--- src/rtl/pn2_pkg.sv ---
// Shared constants, command codes and inter-module bundles for the 2D gradient noise core.
// No dependencies; imported by every module of the core except the generic RAM.
`default_nettype none

package pn2_pkg;

	localparam int FRAC_BITS  = 16;
	localparam int TABLE_SIZE = 256;
	localparam int IDX_W      = $clog2(TABLE_SIZE);

	// Beat field widths
	localparam int TIDX_W  = 8;
	localparam int ENTRY_W = 8;
	localparam int COORD_W = 24;
	localparam int OUT_W   = 19;

	// Datapath widths
	localparam int HASH_W = 3;
	localparam int U_W    = FRAC_BITS + 1;   // fade weight, 0..one
	localparam int P_W    = FRAC_BITS + 4;   // 6t^2 - 15t + 10, unsigned
	localparam int G_W    = FRAC_BITS + 3;   // gradient dot, signed
	localparam int D_W    = G_W + 1;         // gradient difference
	localparam int L_W    = G_W + 1;         // lerp result
	localparam int DL_W   = L_W + 1;         // lerp difference
	localparam int R_W    = L_W + 1;         // final lerp sum

	typedef enum logic {
		CMD_LOAD = 1'b0,
		CMD_EVAL = 1'b1
	} cmd_t;

	typedef struct packed {
		logic                 ld;
		logic [IDX_W-1:0]     idx;
		logic [ENTRY_W-1:0]   value;
		logic [IDX_W-1:0]     cx;
		logic [IDX_W-1:0]     cy;
	} tbl_req_t;

	typedef struct packed {
		logic [HASH_W-1:0] h00;
		logic [HASH_W-1:0] h10;
		logic [HASH_W-1:0] h01;
		logic [HASH_W-1:0] h11;
	} hash_t;

endpackage

`default_nettype wire

--- src/rtl/pn2_fade.sv ---
// Quintic fade of one coordinate fraction, three multiply stages.
// Depends on pn2_pkg.
`default_nettype none

module pn2_fade (
	input  logic                          clk,
	input  logic                          en,
	input  logic [pn2_pkg::FRAC_BITS-1:0] t_s1,
	output logic [pn2_pkg::U_W-1:0]       fade_s4,
	output logic [pn2_pkg::FRAC_BITS-1:0] t_s4
);
	import pn2_pkg::*;

	localparam int F = FRAC_BITS;
	localparam logic [2*F-1:0]   HALF2 = (2*F)'(1 << (F - 1));
	localparam logic [F+P_W-1:0] HALF3 = (F+P_W)'(1 << (F - 1));
	localparam logic [P_W-1:0]   TEN_ONE = P_W'(10 * (1 << F));

	logic [F-1:0]     t_s2, t2_s2, t_s3, t3_s3;
	logic [P_W-1:0]   p_s3;
	logic [2*F-1:0]   sq, sq_r, cu, cu_r;
	logic [F+P_W-1:0] fp, fp_r;
	logic [P_W-1:0]   t2e, te, p_next;

	always_comb begin
		sq   = t_s1 * t_s1;
		sq_r = sq + HALF2;
		cu   = t2_s2 * t_s2;
		cu_r = cu + HALF2;
		// 6t^2 - 15t + 10; the true value is positive and fits, so wrap is harmless
		t2e    = P_W'(t2_s2);
		te     = P_W'(t_s2);
		p_next = (t2e << 2) + (t2e << 1) - (te << 4) + te + TEN_ONE;
		fp     = t3_s3 * p_s3;
		fp_r   = fp + HALF3;
	end

	always_ff @(posedge clk) begin
		if (en) begin
			t_s2    <= t_s1;
			t2_s2   <= sq_r[2*F-1:F];
			t_s3    <= t_s2;
			t3_s3   <= cu_r[2*F-1:F];
			p_s3    <= p_next;
			t_s4    <= t_s3;
			fade_s4 <= fp_r[F+U_W-1:F];
		end
	end

endmodule

`default_nettype wire

--- config.mk ---
export PLATFORM = sky130hd
export DESIGN_NAME = pn2_fade
export DESIGN_NICKNAME = d
export VERILOG_FILES = /design/src/rtl/pn2_pkg.sv /design/src/rtl/pn2_fade.sv
export SDC_FILE = /design/constraint.sdc
export NUM_CORES = 2
export LEC_CHECK = 0
export ABC_AREA = 1
export BUFFER_PORTS_ARGS = -buffer_cell sky130_fd_sc_hd__buf_2
export CORE_ASPECT_RATIO = 0.5
export CORE_UTILIZATION = 70
export CTS_BUF_LIST = sky130_fd_sc_hd__clkbuf_8
export DETAILED_ROUTE_END_ITERATION = 6
export GPL_TIMING_DRIVEN = 0
export PLACE_DENSITY = 0.87
export RECOVER_POWER = 100
export SYNTH_ARGS = -nofsm -noshare
export SYNTH_HDL_FRONTEND = slang
export SYNTH_SLANG_ARGS = --single-unit
--- constraint.sdc ---
create_clock -name clk -period 17.4 [get_ports clk]
set_input_delay 5.22 -clock clk [delete_from_list [all_inputs] [get_ports clk]]
set_output_delay 5.22 -clock clk [all_outputs]
set_load 0.1 [all_outputs]
======== Word-level counts from Yosys, hierarchy flattened ========
Index checks and enable logic that the tools add are counted.
word-level totals
  output and inout port bits .............. 33
  register bits after elaboration ......... 117
operators by class
  $add $sub $neg .......................... 7
  multiply operators ...................... 3
operator list
  cell                                                              number
  32-bit by 16-bit adder with 32-bit output, second input constant  2
  16-bit by 16-bit multiplier with 32-bit output                    2
  33-bit by 16-bit adder with 33-bit output, second input constant  1
  16-bit by 20-bit multiplier with 33-bit output                    1
  20-bit by 16-bit adder with 20-bit output                         1
  20-bit adder, second input constant                               1
  19-bit by 20-bit subtractor with 20-bit output                    1
  18-bit by 17-bit adder with 19-bit output                         1

======== Logic depth before layout (Yosys ltp) ========
  depth after elaboration ................. 4
  depth in mapped cells ................... 29
  mapped depth without buffers ............ 27

======== Worst setup path after synthesis ========
OpenSTA, ideal clock, no wires.
  path kind ............................... input-to-reg
  start ................................... input t_s1[13] in the netlist's numbering
  end ..................................... register t2_s2[13] (data pin)
  arrival ................................. 10.063 ns
  required time ........................... 17.148 ns
  stages on the path ...................... 23
  path slack .............................. 7.085 ns
  cell sequence ........................... clkbuf_1 > clkbuf_1 > nand2_1 > fa_1 > fa_1 > inv_1 > fa_1 > fa_1 > fa_1 > inv_1 > fa_1 > inv_1 > ha_1 > nand2_1 > inv_1 > a21oi_2 > nor2_1 > nor2_1 > nor2_1 > nor2_1 > nand2_1 > nand2_1 > nand2_1
between the ends
  cells in the longest elaborated chain, start to end .. 2
RTL lines
  what                                            RTL line        RTL
  from (decl)                                     pn2_fade.sv:8   input logic [pn2_pkg::FRAC_BITS-1:0] t_s1,
  16-bit by 16-bit multiplier with 32-bit output  pn2_fade.sv:26  sq = t_s1 * t_s1;
  32-bit by 16-bit adder with 32-bit output       pn2_fade.sv:27  sq_r = sq + HALF2;
  via sq_r[29]                                    pn2_fade.sv:21  logic [2*F-1:0] sq, sq_r, cu, cu_r;
  to (signal assigned)                            pn2_fade.sv:41  t2_s2 <= sq_r[2*F-1:F];
  to (decl)                                       pn2_fade.sv:19  logic [F-1:0] t_s2, t2_s2, t_s3, t3_s3;
The timed path passes the listed nets, and every way through them passes these cells.
A chain may end at the register's enable or synchronous reset.

======== Worst setup path in the final report ========
  start ................................... input t_s1[11] in the netlist's numbering
  end ..................................... register t2_s2[13] (data pin)
The elaborated chain is that of the path after synthesis.

==> out/metrics.yaml <==
skew_ns: 0.02378
final_antenna_net_count: 0
synth_flop_cell: "edfxtp_1"
dieWidth_um: 312.0
finalHoldViolCount: 0
synth_top_area_frac: 0.3750
fmaxAchievable_ghz: 0.09011
tns_ns: 0
synthArstFlopShare: 0
syn_area_um2: 33630
r2r_slack_ns: 10.65
grt_first_pass_wirelength_um: 143200
critPathMostFrequentCell: "fa_1"
cp.required_ns: 17.68
synth-warning-count: 0
start_kind: "input pin"
firstDrtPassIters: 6
worst_slew_pin_slew_ns: 3.544
grt_overflow_total: 0
critPathKind: "input pin to flip-flop"
cts_sinks: 116
whs_path_depth: 0
synth_edf_count: 116
worstPathMaxFanout: 10
r2r-start: "t2_s2[10]$_DFFE_PP_"
min_to: "t_s4[9]$_DFFE_PP_"
violations: "max-capacitance violations, max-slew violations"
portBuffers: 50
die-area_um2: 48980
die_h_um: 157.0
cp_slowest_cell: "fa_1"
coreArea_um2: 47160
dr_total_vias: 27520
cp-end-kind: "flip-flop"
yosysMostFrequentCell: "inv_1"
clk_latency_ns: 0.52
max_stage_delay_ns: 0.57
yosysSeqAreaShare: 0.1036
place.gp.congestion: 1.015
ys_ff_latch: 116
hp-start: "t_s3[9]$_DFFE_PP_"
cts_made_buffers: 17
io-pin-count: 51
worstPathCellList: "clkbuf_1, clkbuf_1, clkbuf_1, nand2_1, fa_1, fa_1, fa_1, inv_1, fa_1, fa_1, inv_1, fa_1, inv_1, ha_1, nand2_1, inv_1, a21oi_1, nor2_1, nor2_1, nor2_1, nor2_1, nand2_1, nand2_1, nand2_1"
finalSetupViolations: 0
drt-total-wl_um: 89270
ctsRootBufferMaster: "clkbuf_8"
htree_levels: 4
crit_start: "t_s1[11]"
grt_pass1_vias: 28770
yosys-top-cells-area: "fa_1, inv_1, ha_1"
post_cts_buffers: 0
num_rows: 56
rsz0062_at_grt: "false"
grt_max_degree: 68
viasPerCell: 5.413
drive_above_1_share: 0.01418
hpwlAfterDp_um: 75240
finalCritPeriodShare: 0.6378
syn-num-nets: 5367
slew_headroom: -1.362
min_period_ns: 11.10
start_util: 0.7133
arrival_ns: 11.38
synthCells: 4361
synth.distinct_cells: 39
fillers: 3702
routedWlPerCell_um: 17.56
ctsResizeCount: 0
clk_path_buf_depth: 2
maxSlewViolCount: 119
postCtsHoldBufs: 0
netlist_top_cells_count: "inv_1, nand2_1, fa_1"
synth_area_leader_cell: "fa_1"
drc_errors: 0
timing.rr.end: "t3_s3[14]$_DFFE_PP_"
syn_to_final_growth_pct: 4.066
worstRegToRegCells: 22
tritoncts: "done"
clk_pin_slew_worst_paths_ns: 0.10
postSynthAreaPerCell_um2: 7.712
antenna_found_initial: 1
hold_class: "flip-flop to flip-flop"
grtUsageTotal: 0.3793
drv_cap: 2
drt_iter0_drc: 2375
finalNetCount: 5437
status: "finished with violations"
## flip-flops by register name (all words and copies together) (netlist names)
name	cells
fade_s4	17
p_s3	19
t2_s2	16
t3_s3	16
t_s2	16
t_s3	16
t_s4	16
## how the worst max path moves through the flow
stage,end
2_1_floorplan,t2_s2[13]$_DFFE_PP_
5_1_grt,t2_s2[13]$_DFFE_PP_
4_1_cts,t2_s2[13]$_DFFE_PP_
3_5_place_dp,t2_s2[13]$_DFFE_PP_
3_3_place_gp,t2_s2[13]$_DFFE_PP_
6_report,t2_s2[13]$_DFFE_PP_
## per-stage QoR
step                      std cells  utilization  setup WS [ns]  cell area [um^2]  hold WS (ns)
after floorplan                4361            -          7.085             33630        0.4003
after global placement         5049       0.7355          6.082             34680        0.4009
after detailed placement       5050       0.7361          5.990             34710        0.4045
after CTS                      5082       0.7444          6.544             35100        0.4150
after global routing           5083       0.7423          6.019             35000        0.4233
final                          5083       0.7423          6.302             35000        0.4234
## layout make-up
cell class | instances | area, um^2 | share of cell area
Tap cell | 638 | 798.3 | 0.02281
Timing Repair Buffer | 51 | 197.7 | 0.005648
Sequential cell | 116 | 3483 | 0.09952
Buffer | 160 | 616.8 | 0.01762
Antenna cell | 1 | 2.502 | 0.00007149
Clock buffer | 17 | 234.0 | 0.006685
Clock inverter | 15 | 155.1 | 0.004433
Inverter | 1388 | 5210 | 0.1489
Multi-Input combinational cell | 2697 | 24300 | 0.6944
## cell families after synthesis
logic type,synth area share
adders and majority gates,0.5082
AOI/OAI and AO/OA,0.03341
xor gates and xnor gates,0.01142
buffers and inverters,0.1732
DFF,0.1036
and+or+nand+nor,0.1702
## layer usage
| layer | global-route usage | routed length, um | up-vias |
|---|---|---|---|
| met5 | 0 | 0 | - |
| met4 | 0.1814 | 4344 | 0 |
| met3 | 0.07444 | 8481 | 300 |
| met2 | 0.6661 | 42660 | 1392 |
| met1 | 0.4534 | 33780 | 13240 |
| li1 | - | - | 12590 |
## critical path: cells and delay by family
family | cells | cell delay [ns]
and+or+nand+nor | 9 | 1.04
AOI/OAI and AO/OA | 1 | 0.28
adders and majority gates | 7 | 3.36
buffers and inverters | 7 | 1.47
## cell usage in the layout (no fill, tap or decap), drive strengths merged, types with 15 or more instances in the layout
cell type,instances
a21oi,117
buf,15
clkbuf,213
edfxtp,116
fa,630
ha,358
inv,1398
nand2,1185
nand3,79
nand4,20
nor2,132
nor3,24
o21ai,67
o21bai,15
xor2,30
Power is left out: the tool's default activity adds up to more than one toggle a clock period on the data nets, which glitch-free logic cannot reach.
