File: src/rtl/pn2_pkg.sv
// Shared constants, command codes and inter-module bundles for the 2D gradient noise core.
// No dependencies; imported by every module of the core except the generic RAM.
`default_nettype none

package pn2_pkg;

	localparam int FRAC_BITS  = 16;
	localparam int TABLE_SIZE = 256;
	localparam int IDX_W      = $clog2(TABLE_SIZE);

	// Beat field widths
	localparam int TIDX_W  = 8;
	localparam int ENTRY_W = 8;
	localparam int COORD_W = 24;
	localparam int OUT_W   = 19;

	// Datapath widths
	localparam int HASH_W = 3;
	localparam int U_W    = FRAC_BITS + 1;   // fade weight, 0..one
	localparam int P_W    = FRAC_BITS + 4;   // 6t^2 - 15t + 10, unsigned
	localparam int G_W    = FRAC_BITS + 3;   // gradient dot, signed
	localparam int D_W    = G_W + 1;         // gradient difference
	localparam int L_W    = G_W + 1;         // lerp result
	localparam int DL_W   = L_W + 1;         // lerp difference
	localparam int R_W    = L_W + 1;         // final lerp sum

	typedef enum logic {
		CMD_LOAD = 1'b0,
		CMD_EVAL = 1'b1
	} cmd_t;

	typedef struct packed {
		logic                 ld;
		logic [IDX_W-1:0]     idx;
		logic [ENTRY_W-1:0]   value;
		logic [IDX_W-1:0]     cx;
		logic [IDX_W-1:0]     cy;
	} tbl_req_t;

	typedef struct packed {
		logic [HASH_W-1:0] h00;
		logic [HASH_W-1:0] h10;
		logic [HASH_W-1:0] h01;
		logic [HASH_W-1:0] h11;
	} hash_t;

endpackage

`default_nettype wire

File: src/rtl/pn2_mix.sv
// Gradient selection, two lerp levels and output scaling with the output register.
// Depends on pn2_pkg.
`default_nettype none

module pn2_mix (
	input  logic                                clk,
	input  logic                                arst_n,
	input  logic                                en,
	input  logic                                ev_s4,
	input  pn2_pkg::hash_t                      hash_s4,
	input  logic [pn2_pkg::U_W-1:0]             u_s4,
	input  logic [pn2_pkg::U_W-1:0]             v_s4,
	input  logic [pn2_pkg::FRAC_BITS-1:0]       fx_s4,
	input  logic [pn2_pkg::FRAC_BITS-1:0]       fy_s4,
	output logic                                vld_s9,
	output logic signed [pn2_pkg::OUT_W-1:0]    val_s9
);
	import pn2_pkg::*;

	localparam int F    = FRAC_BITS;
	localparam int M1_W = U_W + 1 + D_W;
	localparam int M2_W = U_W + 1 + DL_W;
	localparam int O_W  = R_W + 1;
	localparam logic signed [M1_W-1:0] HALF1 = M1_W'(1 << (F - 1));
	localparam logic signed [M2_W-1:0] HALF2 = M2_W'(1 << (F - 1));
	localparam logic signed [O_W-1:0]  ONE_R = O_W'((1 << F) + 1);
	localparam logic signed [O_W-1:0]  O_MAX = O_W'((1 << (OUT_W - 1)) - 1);
	localparam logic signed [O_W-1:0]  O_MIN = -O_W'(1 << (OUT_W - 1));

	// +-u +-2v; hash bit 2 swaps the roles of dx and dy
	function automatic logic signed [G_W-1:0] grad(
		input logic [HASH_W-1:0] h,
		input logic signed [F:0] dx,
		input logic signed [F:0] dy
	);
		logic signed [G_W-1:0] gu, gv, pu, pv;
		gu = h[2] ? G_W'(dy) : G_W'(dx);
		gv = h[2] ? G_W'(dx) : G_W'(dy);
		pu = h[0] ? -gu : gu;
		pv = h[1] ? -(gv <<< 1) : (gv <<< 1);
		return pu + pv;
	endfunction

	logic                   vld_s5, vld_s6, vld_s7, vld_s8;
	logic signed [G_W-1:0]  g00_s5, g01_s5, g00_s6, g01_s6;
	logic signed [D_W-1:0]  d0_s5, d1_s5;
	logic [U_W-1:0]         u_s5, v_s5, v_s6, v_s7;
	logic signed [L_W-1:0]  q0_s6, q1_s6, l0_s7, l0_s8, qv_s8;
	logic signed [DL_W-1:0] dl_s7;

	logic signed [F:0]      dx0, dx1, dy0, dy1;
	logic signed [G_W-1:0]  g00, g10, g01, g11;
	logic signed [M1_W-1:0] m0, m1, m0_r, m1_r;
	logic signed [L_W-1:0]  l0, l1;
	logic signed [M2_W-1:0] mv, mv_r;
	logic signed [R_W-1:0]  res;
	logic signed [O_W-1:0]  o_full;
	logic signed [OUT_W-1:0] o_sat;

	always_comb begin
		// corner offsets: f and f - one (sign bit set, same low bits)
		dx0 = {1'b0, fx_s4};
		dx1 = {1'b1, fx_s4};
		dy0 = {1'b0, fy_s4};
		dy1 = {1'b1, fy_s4};
		g00 = grad(hash_s4.h00, dx0, dy0);
		g10 = grad(hash_s4.h10, dx1, dy0);
		g01 = grad(hash_s4.h01, dx0, dy1);
		g11 = grad(hash_s4.h11, dx1, dy1);

		m0   = $signed({1'b0, u_s5}) * d0_s5;
		m1   = $signed({1'b0, u_s5}) * d1_s5;
		m0_r = (m0 + HALF1) >>> F;
		m1_r = (m1 + HALF1) >>> F;

		l0 = L_W'(g00_s6) + q0_s6;
		l1 = L_W'(g01_s6) + q1_s6;

		mv   = $signed({1'b0, v_s7}) * dl_s7;
		mv_r = (mv + HALF2) >>> F;

		res    = R_W'(l0_s8) + R_W'(qv_s8);
		o_full = (O_W'(res) + ONE_R) >>> 1;
		if (o_full > O_MAX) begin
			o_sat = OUT_W'(O_MAX);
		end else if (o_full < O_MIN) begin
			o_sat = OUT_W'(O_MIN);
		end else begin
			o_sat = OUT_W'(o_full);
		end
	end

	always_ff @(posedge clk or negedge arst_n) begin
		if (!arst_n) begin
			vld_s5 <= 1'b0;
			vld_s6 <= 1'b0;
			vld_s7 <= 1'b0;
			vld_s8 <= 1'b0;
			vld_s9 <= 1'b0;
		end else if (en) begin
			vld_s5 <= ev_s4;
			vld_s6 <= vld_s5;
			vld_s7 <= vld_s6;
			vld_s8 <= vld_s7;
			vld_s9 <= vld_s8;
		end
	end

	always_ff @(posedge clk) begin
		if (en) begin
			g00_s5 <= g00;
			g01_s5 <= g01;
			d0_s5  <= D_W'(g10) - D_W'(g00);
			d1_s5  <= D_W'(g11) - D_W'(g01);
			u_s5   <= u_s4;
			v_s5   <= v_s4;

			g00_s6 <= g00_s5;
			g01_s6 <= g01_s5;
			q0_s6  <= L_W'(m0_r);
			q1_s6  <= L_W'(m1_r);
			v_s6   <= v_s5;

			l0_s7  <= l0;
			dl_s7  <= DL_W'(l1) - DL_W'(l0);
			v_s7   <= v_s6;

			l0_s8  <= l0_s7;
			qv_s8  <= L_W'(mv_r);

			val_s9 <= o_sat;
		end
	end

`ifndef NO_ASSERTIONS
	a_s8_to_out: assert property (@(posedge clk) disable iff (!arst_n)
		en && vld_s8 |=> vld_s9)
		else $error("mix: stage 8 beat did not reach the output register");

	a_stall_hold: assert property (@(posedge clk) disable iff (!arst_n)
		!en |=> $stable({vld_s5, vld_s6, vld_s7, vld_s8}))
		else $error("mix: valid bits moved during a stall");

	a_out_range: assert property (@(posedge clk) disable iff (!arst_n)
		vld_s9 |-> (val_s9 >= -OUT_W'(2 << F)) && (val_s9 <= OUT_W'((3 << F) - 1)))
		else $error("mix: noise value outside the reachable range");
`endif

endmodule

`default_nettype wire

File: config.mk
export PLATFORM = sky130hd
export DESIGN_NAME = pn2_mix
export DESIGN_NICKNAME = d
export VERILOG_FILES = /design/src/rtl/pn2_pkg.sv /design/src/rtl/pn2_mix.sv
export SDC_FILE = /design/constraint.sdc
export NUM_CORES = 2
export LEC_CHECK = 0
export CAP_MARGIN = 10
export CORE_MARGIN = 3
export CORE_UTILIZATION = 45
export DETAILED_ROUTE_END_ITERATION = 12
export DONT_BUFFER_PORTS = 1
export PLACE_DENSITY_LB_ADDON = 0.2
export SETUP_SLACK_MARGIN = 0.2
export SYNTH_ARGS = -nofsm -noshare
export SYNTH_HDL_FRONTEND = slang
export SYNTH_SLANG_ARGS = --single-unit
File: constraint.sdc
create_clock -name clk -period 9.5 [get_ports clk]
set_clock_uncertainty 0.15 [all_clocks]
set_input_delay 1.425 -clock clk [delete_from_list [all_inputs] [get_ports clk]]
set_output_delay 1.425 -clock clk [all_outputs]
set_load 0.02 [all_outputs]
# After elaboration in Yosys (flattened, before gate mapping)
# Cells that the tools add are included.
# totals
ff_bits	329
in_bits	82
elab_cells	66
# op_classes
add_sub_neg	22
multipliers	3
order_cmp	2
mux	17
# op_table
cell	count
$mux W19	11
$add A36 B17 Y36 const B	3
$add A19 B19 Y19	4
$neg A19 Y19	4
$mul A18 B20 Y36	2
$mux W16	4
$add A19 B20 Y20	2
$sub A19 B19 Y20	2
$neg A17 Y19	2
$mul A18 B21 Y36	1
$mux W18	2
$add A21 B18 Y22 const B	1
$add A20 B20 Y21	1
$gt A21 B19 Y1 const B	1
$lt A21 B19 Y1 const B	1
$sub A20 B20 Y21	1
$neg A16 Y19	1
$neg A18 Y19	1

# Logic depth before layout (Yosys ltp)
# depth
depth_word	5
depth_mapped	29
ltp_nobuf	25

# Worst setup path after synthesis
# OpenSTA, ideal clock, no wires.
# synth_path
path_type	input -> register
startpoint	input hash_s4[5] (netlist name)
endpoint	register d1_s5[17] (data pin)
arrival_time_ns	7.013
required_ns	9.081
setup_slack_ns	2.068
stages	27
n_path_buf	5
path_cell_list	clkbuf_1 buf_1 clkbuf_1 clkbuf_1 buf_2 mux2i_1 ha_1 nor2_1 a21oi_1 ha_1 a21o_1 a21oi_1 o21bai_1 a21oi_1 o21ai_1 and2_1 o31a_1 o21a_1 nor2_1 xor2_1 ha_1 a21o_1 a21o_1 a21oi_1 o21ai_1 a2111oi_0 nor3_1
# synth_via
elab_chain_len	5
# synth_rtl
element	line	rtl
start, declared	pn2_mix.sv:10	input pn2_pkg::hash_t hash_s4,
$mux W19 / $mux W18 (equally long branches)	pn2_mix.sv:37, pn2_mix.sv:38	
$neg A19 Y19, on equally long branches	pn2_mix.sv:39, pn2_mix.sv:40	
$mux W19, on equally long branches	pn2_mix.sv:39, pn2_mix.sv:40	
$add A19 B19 Y19 *	pn2_mix.sv:41	return pu + pv;
$sub A19 B19 Y20 *	pn2_mix.sv:114	d1_s5 <= D_W'(g11) - D_W'(g01);
end signal, assigned	pn2_mix.sv:114	
end, declared	pn2_mix.sv:46	logic signed [D_W-1:0] d0_s5, d1_s5;
# Mark *: on every way between the ends. The rest lies on a longest branch, timed or not.
# A chain may end at the register's enable or synchronous reset.

# Worst setup path after layout
# layout_path
startpoint	register u_s5[14]
endpoint	register q0_s6[19] (data pin)
# layout_via
elab_chain_len	2
# layout_rtl
element	line	rtl
start, declared	pn2_mix.sv:47	logic [U_W-1:0] u_s5, v_s5, v_s6, v_s7;
start signal, assigned	pn2_mix.sv:115	u_s5 <= u_s4;
$mul A18 B20 Y36	pn2_mix.sv:71	m0 = $signed({1'b0, u_s5}) * d0_s5;
$add A36 B17 Y36	pn2_mix.sv:73	m0_r = (m0 + HALF1) >>> F;
via m0_r[19]	pn2_mix.sv:53	logic signed [M1_W-1:0] m0, m1, m0_r, m1_r;
end signal, assigned	pn2_mix.sv:120	q0_s6 <= L_W'(m0_r);
end, declared	pn2_mix.sv:48	logic signed [L_W-1:0] q0_s6, q1_s6, l0_s7, l0_s8, qv_s8;
# The timed path passes the listed nets, and every way through them passes these cells.

==> results by group <==
Status
  • Result of the run: finished, final reports clean

Clocking
  • CTS tree: done
  • Library cell used as clock root buffer: sky130_fd_sc_hd__clkbuf_16
  • Number of levels in the clock H-tree: 2
  • Count of clock tree sinks: 329
  • Max clock buf depth: 3
  • Post-CTS setup repair buffer count: 0
  • TritonCTS Buffers: 45
  • Count of hold buffers inserted by post-cts repair: 0
  • Clock-pin slew reported for the worst setup and hold paths after clock tree synthesis: 0.06 ns
  • Clk Latency, worst-skew pair: 0.63 ns
  • Post-cts gate resize count: 0

STA
  • Setup Viol. Count Final: 0
  • Max-slew headroom at the worst pin: 10.8%
  • Highest attainable clock frequency: 0.128 GHz
  • Share of the clock period used by the worst path: 82.3%
  • Unrepaired setup endpoints after global routing: no
  • Final hold violations: 0
  • Final slew viol count: 0
  • Total negative setup slack: 0 ns
  • Final critical path time including I/O delays and setup: 7.82 ns
  • Measured slew at the worst slew-check pin: 1.34 ns

Floorplan
  • Y dimension of the die: 369 um
  • Number of I/O pins: 102
  • DIE AREA: 137000 um2
  • Initial core utilization: 45.6%
  • # rows: 132
  • Overall die width: 369 um
  • Floorplan core area: 130000 um2

Synth
  • Top post-synthesis cells by count: sky130_fd_sc_hd__inv_1, sky130_fd_sc_hd__fa_1, sky130_fd_sc_hd__and2_1, sky130_fd_sc_hd__nand2_1, sky130_fd_sc_hd__ha_1
  • Leading register cell type out of synthesis: sky130_fd_sc_hd__edfxtp_1
  • Number of synthesized register bits: 329
  • Register area share after synthesis: 16.6%
  • Net count after synthesis: 7843
  • Synth Cell Area: 59400 um2
  • Number of flops mapped to enable cells by yosys: 324
  • Share of the synthesized area in the top cell type: 33.7%
  • Most common cell in the netlist: sky130_fd_sc_hd__inv_1
  • Most area-hungry cell type in the Yosys netlist: sky130_fd_sc_hd__fa_1
  • Yosys warns: 0
  • Area contributors post-synth: sky130_fd_sc_hd__fa_1, sky130_fd_sc_hd__edfxtp_1, sky130_fd_sc_hd__ha_1, sky130_fd_sc_hd__inv_1, sky130_fd_sc_hd__and2_1
  • Async set or reset register ratio after synthesis: 1.52%
  • Mean instance size in the synthesized netlist: 9.54 um2
  • Number of library cell types mapped by synthesis: 76
  • Number of cells produced by synthesis: 6230

Global routing
  • Via count of the first global-routing pass: 43500
  • Total Routing Usage GR: 22.7%
  • Maximum number of pins on one net before global-route repair: 330
  • Overall overflow remaining after global route: 0
  • First-pass GRT wire length: 242 mm
  • Antenna violations before repair: 4

Worst setup path
  • Critical path start-end classification: reg2reg
  • Cell repeated most along the worst path: sky130_fd_sc_hd__fa_1
  • Slowest stage cell, crit path: sky130_fd_sc_hd__edfxtp_1
  • Stage delay of the slowest cell on the critical path: 1.10 ns
  • Peak fanout along the critical path: 22
  • Combined buffer and inverter count along the critical path: 4
  • CP Capture Type: flop
  • Startpoint kind of the worst setup timing path: flop
  • Arrival time reported for the critical path endpoint: 8.02 ns
  • Cell type group with the largest total delay on the critical path: adder cells
  • Req. time, crit path: 9.70 ns
  • Worst-path cell chain: buf_4, nand2_1, fa_1, inv_1, fa_1, fa_1, fa_1, fa_1, inv_1, fa_1, inv_1, ha_1, a21o_1, a21o_1, a21o_1, a21oi_1, a2bb2oi_1, o31ai_1, o41a_1, a41o_1, nor4_1, nor3_1, xnor2_1

Drt
  • Number of search-and-repair iterations in the first detailed-routing pass: 5
  • DR DRC count: 0
  • DR vias/cell: 5.18
  • Routed wire per std cell: 19.1 um
  • Initial DRC Count: 2264
  • Antenna-violating nets left: 0
  • WL final: 150 mm
  • Overall via count from detail_route: 40700

Placed design
  • Detail Placement HPWL: 119 mm
  • PortBufs: 0
  • Final RePlAce weighted congestion: 0.857

Run
  • Max-cap check violation count: 0

Finish
  • Area growth from synthesis to final layout: 5.04%
  • Net count, final: 7684
  • Share of final-layout standard cells stronger than drive strength 1: 2.51%

Min path
  • Hold WC Path Type: reg2reg
## final timing paths
path	from	endpoint	slack, ns	depth (start not counted)
setup / recovery	u_s5[14]	q0_s6[19]	1.68	23
hold / removal	l0_s7[19]	l0_s8[19]	0.26	0
setup reg to reg	u_s5[14]	q0_s6[19]	1.68	23
hold reg to reg	l0_s7[19]	l0_s8[19]	0.26	0
max in group asynchronous	arst_n	vld_s9	8.76	0
min in group asynchronous	arst_n	vld_s5	0.38	0
## placed cells by master, fill, tap and decap left out, types with 44 or more instances in the layout
| cell type | Yosys | layout |
|---|---|---|
| sky130_fd_sc_hd__mux2i_1 | 122 | 122 |
| sky130_fd_sc_hd__a21o_1 | 57 | 57 |
| sky130_fd_sc_hd__nor2_1 | 176 | 176 |
| sky130_fd_sc_hd__nand2_1 | 599 | 599 |
| sky130_fd_sc_hd__o21ai_0 | 107 | 107 |
| sky130_fd_sc_hd__ha_1 | 530 | 530 |
| sky130_fd_sc_hd__o21ai_1 | 60 | 60 |
| sky130_fd_sc_hd__xor2_1 | 143 | 143 |
| sky130_fd_sc_hd__edfxtp_1 | 324 | 324 |
| sky130_fd_sc_hd__inv_1 | 1301 | 1301 |
| sky130_fd_sc_hd__and2_1 | 615 | 615 |
| sky130_fd_sc_hd__fa_1 | 1001 | 1001 |
| sky130_fd_sc_hd__nor3_1 | 69 | 69 |
| sky130_fd_sc_hd__xnor2_1 | 236 | 236 |
| sky130_fd_sc_hd__clkbuf_16 | 0 | 45 |
| sky130_fd_sc_hd__a21oi_1 | 194 | 194 |
| sky130_fd_sc_hd__nor2b_1 | 44 | 44 |
| sky130_fd_sc_hd__o21a_1 | 44 | 44 |
## cells by family (layout without fill, tap and decap cells)
kind of cell,Yosys count,in the layout,share of synthesized area (%)
AOI/OAI and AO/OA,622,622,6.48
xor gates and xnor gates,379,379,5.58
adders and majority gates,1531,1531,44.9
buffers and inverters,1545,1421,9.79
DFF,329,329,16.6
muxes,138,138,2.36
other,0,2,0
and+or+nand+nor,1686,1686,14.3
## layout make-up
type	count	area (um2)
Timing Repair Buffer	36	270
Clock inverter	33	330
Sequential cell	329	9850
Tap cell	1742	2180
Multi-Input combinational cell	4356	43800
Clock buffer	49	1140
Inverter	1303	4890
Fill cell	12300	67900
Antenna cell	2	5.00
## per-layer routing
metal	wire length (um)	global-route usage [%]	share of wire (%)
met1	65000	29.7	43
met2	74500	40.0	50
met3	6300	2.31	4.2
met4	4110	5.89	2.7
met5	0	0	0
## stage by stage
step                instance area, um2  hold WS, ns  instances  setup slack [ns]  util (%)
global route                     62400        0.269       7849              1.36      47.9
floorplan                        59400        0.250       6230              2.07         -
finish                           62400        0.264       7850              1.68      47.9
CTS                              62400        0.262       7848              1.73      47.9
detailed placement               61000        0.255       7766              1.76      46.8
global placement                 61000        0.251       7766              1.82      46.8
## registers in the layout, summed over array words and instances, names as in the netlist, 20 cells and up
name and flops:
d0_s5 20, d1_s5 20, dl_s7 21, l0_s7 20
l0_s8 20, q0_s6 20, q1_s6 20, qv_s8 20
Power is not shown: default switching activity piles up to over one toggle a cycle in this logic, so the estimate is an artifact.
